$ cat src/rtl/rsvp_pkg.sv
// Package with the shared types and constants of the RSVP session table.
`timescale 1ns / 1ps
`default_nettype none
package rsvp_pkg;

    localparam int TABLE_DEPTH_DEF = 16;
    localparam int SLOT_W = 8;

    localparam logic [1:0] OP_PATH  = 2'd0;
    localparam logic [1:0] OP_RESV  = 2'd1;
    localparam logic [1:0] OP_TICK  = 2'd2;
    localparam logic [1:0] OP_OTHER = 2'd3;

    localparam logic [1:0] KIND_PATH = 2'd0;
    localparam logic [1:0] KIND_RESV = 2'd1;
    localparam logic [1:0] KIND_PASS = 2'd2;

    localparam logic [1:0] REG_LAN  = 2'd0;
    localparam logic [1:0] REG_WAN  = 2'd1;
    localparam logic [1:0] REG_BIAS = 2'd2;

    typedef struct packed {
        logic [1:0]  operation;
        logic        from_wan;
        logic [31:0] dst_ip;
        logic [31:0] sender_addr;
        logic [15:0] sender_port;
        logic [15:0] dest_port;
        logic [7:0]  ip_proto;
        logic [31:0] msg_hop;
        logic [31:0] refresh_period;
        logic        has_confirm;
    } req_t;

    typedef struct packed {
        logic [1:0]  result_kind;
        logic [31:0] rewritten_hop;
        logic [31:0] next_hop_addr;
        logic        with_confirm;
        logic [3:0]  entry_index;
        logic        table_full;
    } rsp_t;

    typedef struct packed {
        logic [31:0] dest;
        logic [31:0] sender;
        logic [15:0] sender_port;
        logic [15:0] dest_port;
        logic [7:0]  protocol;
    } key_t;

    typedef struct packed {
        logic              active;
        logic              hit;
        logic [SLOT_W-1:0] hit_idx;
        logic [31:0]       hop;
        logic              free;
        logic [SLOT_W-1:0] free_idx;
    } probe_t;

    typedef struct packed {
        logic              en;
        logic              insert;
        logic [SLOT_W-1:0] idx;
        logic [31:0]       hop;
        logic [31:0]       life;
    } wr_t;

endpackage
`default_nettype wire

$ cat src/rtl/rsvp_cell.sv
// One table slot; it checks the passing probe against its entry, ages the entry on a tick and hands the probe on.
`timescale 1ns / 1ps
`default_nettype none
module rsvp_cell
    import rsvp_pkg::*;
#(
    parameter int IDX = 0
) (
    input  wire logic   clk,
    input  wire logic   rst_n,
    input  wire probe_t probe_in,
    input  wire logic [1:0] op,
    input  wire key_t   key,
    input  wire wr_t    wr,
    output probe_t      probe_out
);

    logic        valid_reg, valid_next;
    key_t        key_reg, key_next;
    logic [31:0] hop_reg, hop_next;
    logic [31:0] life_reg, life_next;
    probe_t      probe_reg, probe_next;
    logic        match;
    logic [31:0] life_dec;

    assign match = valid_reg && (key_reg == key);
    assign life_dec = life_reg - {31'd0, (life_reg != 32'd0)};

    always_comb
    begin
        valid_next = valid_reg;
        key_next   = key_reg;
        hop_next   = hop_reg;
        life_next  = life_reg;
        probe_next = probe_in;
        if (probe_in.active)
        begin
            if (op == OP_TICK)
            begin
                if (valid_reg)
                begin
                    life_next = life_dec;
                    if (life_dec == 32'd0)
                    begin
                        valid_next = 1'b0;
                    end
                end
            end
            if (!probe_in.hit && match)
            begin
                probe_next.hit     = 1'b1;
                probe_next.hit_idx = SLOT_W'(IDX);
                probe_next.hop     = hop_reg;
            end
            if (!probe_in.free && !valid_reg)
            begin
                probe_next.free     = 1'b1;
                probe_next.free_idx = SLOT_W'(IDX);
            end
        end
        if (wr.en && (wr.idx == SLOT_W'(IDX)))
        begin
            if (wr.insert)
            begin
                valid_next = 1'b1;
                key_next   = key;
            end
            hop_next  = wr.hop;
            life_next = wr.life;
        end
    end

    always_ff @(posedge clk or negedge rst_n)
    begin
        if (!rst_n)
        begin
            valid_reg <= 1'b0;
            probe_reg <= '0;
        end
        else
        begin
            valid_reg <= valid_next;
            probe_reg <= probe_next;
        end
    end

    always_ff @(posedge clk)
    begin
        key_reg  <= key_next;
        hop_reg  <= hop_next;
        life_reg <= life_next;
    end

    assign probe_out = probe_reg;

endmodule
`default_nettype wire

$ cat config.mk
export PLATFORM = sky130hd
export DESIGN_NAME = rsvp_cell
export DESIGN_NICKNAME = d
export VERILOG_FILES = /design/src/rtl/rsvp_pkg.sv /design/src/rtl/rsvp_cell.sv
export SDC_FILE = /design/constraint.sdc
export NUM_CORES = 1
export LEC_CHECK = 0
export BUFFER_PORTS_ARGS = -buffer_cell sky130_fd_sc_hd__buf_2
export CAP_MARGIN = 40
export CORE_MARGIN = 3
export CORE_UTILIZATION = 26
export CTS_BUF_LIST = sky130_fd_sc_hd__clkbuf_4
export CTS_CLUSTER_SIZE = 24
export DETAILED_ROUTE_END_ITERATION = 6
export PLACE_DENSITY = 0.45
export SLEW_MARGIN = 30
export SYNTH_ARGS = -nofsm -noshare
export SYNTH_HDL_FRONTEND = slang
export SYNTH_SLANG_ARGS = --single-unit
$ cat constraint.sdc
create_clock -name clk -period 4.2 [get_ports clk]
set_clock_uncertainty 0.15 [all_clocks]
set_input_delay 0.42 -clock clk [delete_from_list [all_inputs] [get_ports clk]]
set_output_delay 0.42 -clock clk [all_outputs]
set_load 0.01 [all_outputs]
==> After elaboration in Yosys (flattened, before gate mapping) <==
Index checks and enable logic that the tools add are counted.
{ "classes": {"n_reduce_logical": 15, "n_div": 0, "add_sub_neg": 1, "shifts": 0, "n_bitwise": 0, "muxes": 13, "multipliers": 0, "eq_ne": 2, "n_lt_le_gt_ge": 0} }
{ "ops": {"columns": ["op", "n"], "rows": [
  ["32-bit two-way mux", 4],
  ["104-bit == test", 1],
  ["50-bit two-way mux", 1],
  ["41-bit two-way mux", 1],
  ["32-bit zero test", 1],
  ["32-bit nonzero test", 1],
  ["32-bit by 1-bit subtractor with 32-bit output", 1],
  ["9-bit two-way mux", 1],
  ["8-bit zero test", 1],
  ["1-bit two-way mux", 6],
  ["2-bit nonzero test", 3],
  ["1-bit logical AND", 4],
  ["1-bit zero test", 3],
  ["3-bit AND reduction", 1],
  ["2-bit == test (second input constant)", 1],
  ["2-bit AND reduction", 1]
]} }
{ "word_totals": {"latch_bits": 0, "ramBits": 0, "in_bits": 233, "regBits": 220, "output_inout_bits": 51, "mem_count": 0, "word_cells": 45, "mem_bits_ro": 0} }

==> Depth between registers and ports, before layout <==
Gate-level depths: netlist of run 1.
{ "logic_depth": {"depth_word": 9, "depth_mapped": 17, "ltp_nobuf": 13} }

==> Worst setup path after synthesis of run 1 <==
Ideal clock, no wire load.
{ "synth_path": {"path_type": "input port to flip-flop", "start": "input port wr[66] in the netlist's numbering", "end": "register valid_reg", "path_buffers": 0, "stages": 7, "setup_time_ps": 100, "arrival_time_ps": 6361, "required_time_ps": 3950, "path_slack_ps": -2410, "path_cell_list": "nor4_1 -> nand4b_1 -> nor2_1 -> a2111oi_0 -> and4_1 -> and2_1 -> a41oi_2"} }
{ "synth_via": {"elab_chain_len": 3} }
{ "synth_lines": {"columns": ["element", "line", "rtl"], "rows": [
  ["start: declaration", "rsvp_cell.sv:14", "input wire wr_t wr,"],
  ["8-bit zero test", "rsvp_cell.sv:61", "if (wr.en && (wr.idx == SLOT_W'(IDX)))"],
  ["1-bit logical AND", "rsvp_cell.sv:61", null],
  ["1-bit two-way mux", "rsvp_cell.sv:61", null],
  ["net valid_next", "rsvp_cell.sv:18", "logic valid_reg, valid_next;"],
  ["end signal: assignment", "rsvp_cell.sv:82", "valid_reg <= valid_next;"],
  ["end: declaration", "rsvp_cell.sv:18", null]
]} }
The timed path passes the listed nets, and every way through them passes these cells.
A chain may end at the register's enable or synchronous reset.

==> Worst setup path after layout of run 1 <==
{ "layout_path": {"start": "register life_reg[24]", "end": "register valid_reg"} }
{ "layout_via": {"elab_chain_len": 9} }
{ "layout_lines": {"columns": ["element", "line", "rtl"], "rows": [
  ["start: declaration", "rsvp_cell.sv:21", "logic [31:0] life_reg, life_next;"],
  ["start signal: assignment", "rsvp_cell.sv:91", "life_reg <= life_next;"],
  ["32-bit nonzero test", "rsvp_cell.sv:27", "assign life_dec = life_reg - {31'd0, (life_reg != 32'd0)};"],
  ["32-bit by 1-bit subtractor with 32-bit output (*)", "rsvp_cell.sv:27", null],
  ["32-bit zero test (*)", "rsvp_cell.sv:43", "if (life_dec == 32'd0)"],
  ["1-bit two-way mux (*)", "rsvp_cell.sv:43", null],
  ["1-bit two-way mux (*)", "rsvp_cell.sv:40", "if (valid_reg)"],
  ["1-bit two-way mux (*)", "rsvp_cell.sv:38", "if (op == OP_TICK)"],
  ["1-bit two-way mux (*)", "rsvp_cell.sv:36", "if (probe_in.active)"],
  ["1-bit two-way mux", "rsvp_cell.sv:63", "if (wr.insert)"],
  ["1-bit two-way mux (*)", "rsvp_cell.sv:61", null],
  ["net valid_next", "rsvp_cell.sv:18", null]
]} }
The timed path passes the listed nets; every way through them passes the cells marked *.

==> results of run 1 <==
## tightest hold or removal path, delay by kind of cell
family / cells / cell delay, ns
buffers and inverters: 3 / 1.18
## power breakdown
group / switching, mW / internal [mW] / total [mW] / leakage [nW]
clock network: 0.957 / 1.29 / 2.25 / 0.543
logic: 0.167 / 0.275 / 0.443 / 3.19
registers: 0.00946 / 2.37 / 2.38 / 2.12
total: 1.13 / 3.94 / 5.07 / 5.85
## cells in the mapped netlist (all sizes together) (5+ instances only)
library cell | instances | area, um^2
a21oi | 23 | 115.1
mux2 | 32 | 360.3
o21ai | 11 | 55.05
nor3 | 13 | 70.07
nand3b | 5 | 37.54
edfxtp | 168 | 5045
or3 | 5 | 31.28
xor2 | 64 | 560.5
dfrtp | 52 | 1301
nor2 | 40 | 150.1
nor4 | 32 | 221.5
inv | 33 | 123.9
nand4 | 13 | 87.58
nor2b | 26 | 162.7
o22ai | 8 | 50.05
clkbuf | 13 | 48.80
xnor2 | 37 | 324.1
buf | 7 | 51.30
a2111oi | 5 | 43.79
nand2 | 31 | 116.4
## per-layer routing
layer | vias to the layer above | routed length (um) | global-route usage (%)
met5 | - | 13 | 0
met4 | 2 | 820 | 6.019
met3 | 61 | 1622 | 4.137
met2 | 239 | 13440 | 23.53
met1 | 3584 | 12420 | 18.16
li1 | 3699 | - | -
## final cells by class
class / instances / area, um^2
fill: 3462 / 21070
sequential: 220 / 6346
timing repair buffer: 522 / 3801
multi-input combinational: 407 / 2908
clock buffer: 102 / 765.7
tap: 461 / 576.8
clock inverter: 16 / 150.1
inverter: 33 / 123.9
antenna: 1 / 2.502
## final timing paths
kind                                             start                       to  slack (ns)  cells past startpoint
worst max-delay path            life_reg[24]$_DFFE_PP_      valid_reg$_DFF_PN0_        0.41                     14
worst min-delay path                             rst_n  probe_out[29]$_DFF_PN0_        0.28                      3
worst max register to register  life_reg[24]$_DFFE_PP_      valid_reg$_DFF_PN0_        0.41                     14
worst min register to register   hop_reg[18]$_DFFE_PP_  probe_out[27]$_DFF_PN0_        0.31                      1
max in group asynchronous                        rst_n  probe_out[49]$_DFF_PN0_        3.15                      3
min in group clk                                wr[36]     hop_reg[4]$_DFFE_PP_        0.29                      2
## logic make-up (layout without fill, tap and decap cells)
kind of cell / Yosys count / after routing / synth area share (%)
flip-flops: 220 / 220 / 67.05
AND/OR/NAND/NOR: 193 / 193 / 11.61
XOR/XNOR: 101 / 101 / 9.347
AO/OA/AOI/OAI: 79 / 79 / 5.553
buffers and inverters: 53 / 673 / 2.367
multiplexers: 32 / 32 / 3.807
adder cells (fa/ha/maj): 2 / 2 / 0.2644
other: 0 / 1 / 0
==> results.toml, run 1 <==
[outcome]
outcome = "finished, final reports clean"

[sta]
final.setup.tns_ns = 0
rsz0062_at_grt = "false"
fin_crit_sh_pct = 90.32
drv_slew = 0
clock.fmax_mhz = 263.6
period_minus_slack_ns = 3.793
slew_headroom_pct = 51.94
finalHoldViolations = 0
worst_pin_slew_ns = 0.7209
setup_viol = 0
fin_ws_ns = 0.4068
whs_ns = 0.2751

[pwr]
power_per_cell_area_nw_per_um2 = 345.6
leakage_nw = 5.852
vdd_drop_max_mv = 0.1451
total_power_mw = 5.071

[critical_path]
worst_ep_required_time_ns = 4.61
worst_setup_path_start_kind = "flop"
max_stage_delay_ns = 0.56
critPathKind = "flop to flop"
path_buf_inv = 1
end_kind = "flop"
cp_top_family = "simple AND/OR/NAND/NOR gates"
critPathSlowestCell = "or4b_1"
cp_max_fo = 8
crit_chain = "nor2_1 -> nand2_1 -> nor4_1 -> buf_4 -> nand2_1 -> ha_1 -> ha_1 -> or4b_1 -> or3_1 -> nor4_4 -> xnor2_1 -> and4_1 -> and4_4 -> a41oi_2"
worstPathArrival_ns = 4.20

[logic_synthesis]
async_flop_share_pct = 23.64
synth-seq-cells = 220
ys.warnings.count = 0
synth_fp_nets = 915
synth_area_um2 = 9464
ys_seq_area_share_pct = 67.05
synth_cells = 680
synthDistinctLibCells = 58
syn_avg_cell_area_um2 = 13.92
synth_edf_count = 168
synth_flop_cell = "edfxtp_1"

[finish]
layout-drive-gt1-share_pct = 34.38
area_growth_pct = 55.05
final_cell_mix = "283 x buf_2, 221 x dlygate4sd3_1, 168 x edfxtp_1, 102 x clkbuf_4, 64 x xor2_1"
design_area_um2 = 14670
nets = 1486
fin_util_pct = 41.06
stdcell_count = 1762
final_common_cell = "buf_2"
largest_reg_flops = 104

[worst_hold_path]
hp-class = "primary input to asynchronous set/reset pin"

[floorplanning]
core-area_um2 = 35740
die_w_um = 196.8
start_util_pct = 26.48
num_rows = 69
dieArea_um2 = 38730
num_io_pins = 284
chipHeight_um = 196.8

[clock_network]
cts_setup_buffers = 0
clock-sinks = 220
clkTransAtPathRegs_ns = 0.08
hold_buffers = 221
cts_htree_levels = 3
cts_tree = "done"
clock_latency_ns = 0.70
cts.path.max_buffers = 3
root_buffer = "clkbuf_4"
cts_buffers = 67
cts_resized = 0

[placed_design]
post-place-ws_ns = 0.4163
dp.cells = 1421
port_buffers = 283
placed_area_um2 = 11540
dp_hpwl_um = 19070
gp_congestion = 0.7912

[global_route]
grtUsageTotal_pct = 14.46
grt_max_degree = 105
antenna_found_initial = 2
globalRouteOverflowTotal = 0
grt_pass1_vias = 8207
grt_first_pass_wirelength_um = 44040

[routing]
num_vias = 7585
first_iter_violations = 258
wirelength_um = 28320
ant_nets = 0
drtPass1Iterations = 5
post-route-drc-count = 0
viasPerCell = 4.305
wl_per_cell_um = 16.07

[run]
maxCapViolCount = 0
Power figures use the tool's default switching activity.
==> run 2, diff against run 1 <==
--- a/config.mk
+++ b/config.mk
@@ -13,6 +13,7 @@
 export CTS_CLUSTER_SIZE = 24
 export DETAILED_ROUTE_END_ITERATION = 6
 export PLACE_DENSITY = 0.45
+export REMOVE_ABC_BUFFERS = 1
 export SLEW_MARGIN = 30
 export SYNTH_ARGS = -nofsm -noshare
 export SYNTH_HDL_FRONTEND = slang
==> results.toml, run 2 (synthesis gave the netlist of run 1 again) <==
[routing]
wirelength_um = 28290
post-route-drc-count = 0
wl_per_cell_um = 15.93
viasPerCell = 4.320
num_vias = 7672
drtPass1Iterations = 4
first_iter_violations = 269
ant_nets = 0

[floorplanning]
num_io_pins = 284
start_util_pct = 26.48
num_rows = 69
dieArea_um2 = 38730
core-area_um2 = 35740
chipHeight_um = 196.8
die_w_um = 196.8

[finish]
stdcell_count = 1776
layout-drive-gt1-share_pct = 33.87
final_cell_mix = "283 x buf_2, 240 x dlygate4sd3_1, 168 x edfxtp_1, 103 x clkbuf_4, 64 x xor2_1"
final_common_cell = "buf_2"
largest_reg_flops = 104
fin_util_pct = 41.30
area_growth_pct = 55.99
nets = 1501

[pwr]
pwr-share-comb_pct = 9.5
leakage_nw = 5.896
power.switching_mw = 1.090
vdd_drop_max_mv = 0.1661
netSwitchingFraction_pct = 22.52
seqPwrFrac_pct = 49.2
intPower_mw = 3.748
power_per_cell_area_nw_per_um2 = 327.7
total_power_mw = 4.838
clkPwrFrac_pct = 41.4

[global_route]
top_usage_layer = "met2"
grt.met2_usage_pct = 24.86
globalRouteOverflowTotal = 0
antenna_found_initial = 1
grt_first_pass_wirelength_um = 44640
grt_use_met3_pct = 3.316
grtUsageTotal_pct = 14.64
grt_pass1_vias = 8402
grt_max_degree = 87
met1_usage_pct = 17.94

[critical_path]
ff2ff_path_depth = 12
startpoint = "life_reg[15]$_DFFE_PP_"
critPathSlowestCell = "edfxtp_1"
path_common_cell = "ha_1"
end_kind = "flop"
worstPathArrival_ns = 4.35
timing.rr.start = "life_reg[15]$_DFFE_PP_"
crit_chain = "nor4_1 -> nand4_1 -> nor3_1 -> nand2_1 -> ha_1 -> ha_1 -> or3_1 -> a21o_1 -> a2111oi_0 -> and4_1 -> and2_1 -> a41oi_2"
worst_ep_required_time_ns = 4.65
critPathKind = "flop to flop"
worst_setup_path_start_kind = "flop"
max_stage_delay_ns = 0.50
cp_max_fo = 8

[sta]
fin_ws_ns = 0.3052
setup_viol = 0
rsz0062_at_grt = "false"
period_minus_slack_ns = 3.895
drv_slew = 0
clock.fmax_mhz = 256.8
worst_pin_slew_ns = 0.6838
slew_headroom_pct = 54.26
fin_crit_sh_pct = 92.73
whs_ns = 0.1633
finalHoldViolations = 0

[placed_design]
dp_hpwl_um = 18980
port_buffers = 283
gp_congestion = 0.7988
post-place-ws_ns = 0.3232
dp.cells = 1423

[clock_network]
clock-sinks = 220
cts_setup_buffers = 0
clock_latency_ns = 0.75
cts_tree = "done"
cts.path.max_buffers = 3
cts_buffers = 61
root_buffer = "clkbuf_4"
cts_htree_levels = 2
clkTransAtPathRegs_ns = 0.06

[worst_hold_path]
holdPathStages = 4
min_from = "wr[70]"
hp-class = "primary input to flop"

[outcome]
outcome = "finished, final reports clean"

[run]
maxCapViolCount = 0
run 2: cell count changes in the layout (fill, tap and decap cells not counted), sizes merged:
cell / delta
buf: +2
bufinv: -3
clkbuf: +1
clkinv: -3
clkinvlp: -1
dlygate4sd3: +19
inv: -1
run 2: worst max-delay path: cells and delay by family, from the launching register on:
family / cells / cell delay, ns
compound gates: 3 / 0.78
fa+ha+maj: 2 / 0.52
flops: 1 / 0.50
simple gates: 7 / 1.80
run 2: stage by stage:
| step | TNS [ns] | instance area (um^2) |
|---|---|---|
| floorplan | -317.82 | 9364 |
| global placement | 0 | 11540 |
| detailed placement | 0 | 11540 |
| CTS | 0 | 14750 |
| global route | 0 | 14760 |
| finish | 0 | 14760 |
run 2: power by group through the flow:
stage          clock (mW)  sequential [mW]  combinational [mW]
2_1_floorplan           0             2.44              0.0702
3_3_place_gp            0             2.42               0.274
3_5_place_dp            0             2.42               0.278
4_1_cts              2.11             2.38               0.459
5_1_grt              2.23             2.38               0.501
6_report             2.00             2.38               0.457
run 2: area by class of cell:
type,instances,area (um^2)
Antenna cell,1,2.502
Multi-Input combinational cell,407,2914
Clock buffer,103,773.2
Clock inverter,8,32.53
Tap cell,461,576.8
Fill cell,3459,20980
Inverter,33,123.9
Timing Repair Buffer,543,3994
Sequential cell,220,6346
run 2: routing by layer:
| metal | up-vias | share of wire (%) |
|---|---|---|
| met5 | - | 0 |
| met1 | 3639 | 43 |
| met3 | 48 | 5.7 |
| met4 | 0 | 2.6 |
| met2 | 247 | 49 |
| li1 | 3738 | - |
run 2: final timing paths:
path / end / slack (ns)
max: valid_reg$_DFF_PN0_ / 0.31
min: life_reg[3]$_DFFE_PP_ / 0.16
max reg2reg: valid_reg$_DFF_PN0_ / 0.31
min reg2reg: probe_out[35]$_DFF_PN0_ / 0.32
max in group asynchronous: probe_out[48]$_DFF_PN0_ / 1.95
min in group asynchronous: probe_out[37]$_DFF_PN0_ / 0.53
run 2: what timing repair did:
action	CTS	global route
hold endpoints to repair	252	0
endpoints found under the setup margin	0	1
hold buffers	240	0
gates resized for setup	0	1
==> run 3, diff against run 2 <==
--- a/config.mk
+++ b/config.mk
@@ -12,7 +12,7 @@
 export CTS_BUF_LIST = sky130_fd_sc_hd__clkbuf_4
 export CTS_CLUSTER_SIZE = 24
 export DETAILED_ROUTE_END_ITERATION = 6
-export PLACE_DENSITY = 0.45
+export PLACE_DENSITY = 0.47
 export REMOVE_ABC_BUFFERS = 1
 export SLEW_MARGIN = 30
 export SYNTH_ARGS = -nofsm -noshare
==> constraint.sdc (replaced) <==
create_clock -name clk -period 3.35 [get_ports clk]
set_clock_uncertainty 0.15 [all_clocks]
set_input_delay 0.335 -clock clk [delete_from_list [all_inputs] [get_ports clk]]
set_output_delay 0.335 -clock clk [all_outputs]
set_load 0.01 [all_outputs]
==> results.toml, run 3 (synthesis gave the netlist of run 1 again) <==
[sta]
drv_slew = 0
rsz0062_at_grt = "true"
period_minus_slack_ns = 3.359
clock.fmax_mhz = 297.7
worst_pin_slew_ns = 0.7435
slew_headroom_pct = 50.25
finalHoldViolations = 0
fin_crit_sh_pct = 100.3
fin_ws_ns = -0.009132
setup_viol = 1
whs_ns = 0.1460

[critical_path]
worst_ep_required_time_ns = 3.81
timing.rr.start = "life_reg[15]$_DFFE_PP_"
rrSetupSlack_ns = -0.009
cp_max_fo = 3
critPathKind = "flop to flop"
end_kind = "flop"
r2r-end = "valid_reg$_DFF_PN0_"
worstPathArrival_ns = 3.82
ff2ff_path_depth = 13
worst_setup_path_start_kind = "flop"

[floorplanning]
chipHeight_um = 196.8
num_rows = 69
dieArea_um2 = 38730
core-area_um2 = 35740
die_w_um = 196.8
num_io_pins = 284
start_util_pct = 26.48

[clock_network]
clkTransAtPathRegs_ns = 0.06
cts_buffers = 61
cts.path.max_buffers = 3
clock_latency_ns = 0.78
root_buffer = "clkbuf_4"
cts_tree = "done"
cts_htree_levels = 2
clock-sinks = 220

[worst_hold_path]
hp-class = "primary input to flop"
holdPathStages = 2
hold_end = "hop_reg[25]$_DFFE_PP_"
min_from = "wr[57]"

[run]
maxCapViolCount = 0

[pwr]
power_per_cell_area_nw_per_um2 = 390.1
vdd_drop_max_mv = 0.1853
leakage_nw = 6.249

[routing]
ant_nets = 0
dr_wl_met2_um = 14630
post-route-drc-count = 0
topRoutingLayerUsed = "met4"
wirelength_um = 29580
first_iter_violations = 266
wl_met1_um = 12470
dr_wl_met3_um = 1614
drtPass1Iterations = 4
num_vias = 7959
wl_per_cell_um = 16.10
viasPerCell = 4.333

[placed_design]
gp_congestion = 0.8272
port_buffers = 283
dp_hpwl_um = 19460
dp.cells = 1471

[finish]
largest_reg_flops = 104
final_cell_mix = "282 x buf_2, 231 x dlygate4sd3_1, 168 x edfxtp_1, 97 x clkbuf_4, 81 x buf_4"
multi_input_area_um2 = 3133
final_common_cell = "buf_2"
seq_area_um2 = 6346
stdcell_count = 1837
area_growth_pct = 63.37
fill_cells = 3366
layout-drive-gt1-share_pct = 38.91
nets = 1561

[outcome]
outcome = "complete, but fails checks"
violations = "negative setup slack"

[global_route]
globalRouteOverflowTotal = 0
antenna_found_initial = 1
grt_max_degree = 71
grt_first_pass_wirelength_um = 46030
grtUsageTotal_pct = 15.11
grt_pass1_vias = 8759
-- run 3: cell count changes in the layout (fill, tap and decap cells not counted), sizes merged --
cell and delta:
clkbuf -6, buf +69, dlygate4sd3 -9, clkinv +7
-- run 3: how the worst max path moves through the flow --
stage | start | end | slack (ns) | depth (start not counted)
final | life_reg[15]$_DFFE_PP_ | valid_reg$_DFF_PN0_ | -0.009 | 13
after detailed placement | life_reg[23]$_DFFE_PP_ | valid_reg$_DFF_PN0_ | -0.17 | 15
after global placement | life_reg[23]$_DFFE_PP_ | valid_reg$_DFF_PN0_ | -0.07 | 15
after floorplan | wr[66] | valid_reg$_DFF_PN0_ | -4.23 | 7
after CTS | life_reg[25]$_DFFE_PP_ | valid_reg$_DFF_PN0_ | 0.01 | 20
after global routing | life_reg[16]$_DFFE_PP_ | valid_reg$_DFF_PN0_ | -0.15 | 13
-- run 3: layout make-up --
cell class	instances	share of cell area (%)
inverter	33	0.8012
sequential	220	41.05
clock inverter	15	0.4289
clock buffer	97	4.710
timing repair buffer	603	29.00
multi-input combinational	407	20.26
tap	461	3.731
antenna	1	0.01619
-- run 3: what timing repair did --
action | CTS | global route
buffers inserted | 21 | 4
gates resized for setup | 23 | 23
hold endpoints to repair | 287 | 0
hold buffers | 232 | 0
pin swaps | 16 | 11
cloned | 0 | 0
endpoints found under the setup margin | 5 | 40
-- run 3: where the power goes --
part           leakage (nW)  switching [mW]  internal, mW  total (mW)
logic                  3.65           0.216         0.363       0.579
clock network         0.475            1.16          1.31        2.47
registers              2.12          0.0122          2.97        2.98
total                  6.25            1.39          4.64        6.03
-- run 3: routing by layer --
layer  global-route usage [%]  vias up
met2                    26.51      258
met4                    6.336        0
met3                    3.265       62
met1                    17.99     3789
met5                        0        -
li1                         -     3850
-- run 3: metrics by stage --
stage | setup TNS [ns] | setup slack [ns] | instance area [um^2] | utilization, % | total power, mW
detailed placement | -0.2302 | -0.1741 | 11910 | 33.33 | 3.393
global route | -0.1595 | -0.1470 | 15460 | 43.26 | 6.387
CTS | 0 | 0.01239 | 15330 | 42.88 | 6.191
global placement | -0.08005 | -0.06899 | 11910 | 33.33 | 3.387
finish | -0.009132 | -0.009132 | 15460 | 43.26 | 6.032
floorplan | -423.72 | -4.225 | 9364 | - | 3.147
-- run 3: critical path, cell delays in order (launching register included) --
cell	delay, ns
edfxtp_1	0.43
nor4_4	0.31
nand4_1	0.20
nor3_2	0.30
nand2_4	0.08
ha_4	0.19
ha_4	0.16
buf_6	0.11
or3_1	0.33
a21o_1	0.19
a2111oi_4	0.28
and4_1	0.24
and2_4	0.14
a41oi_2	0.11
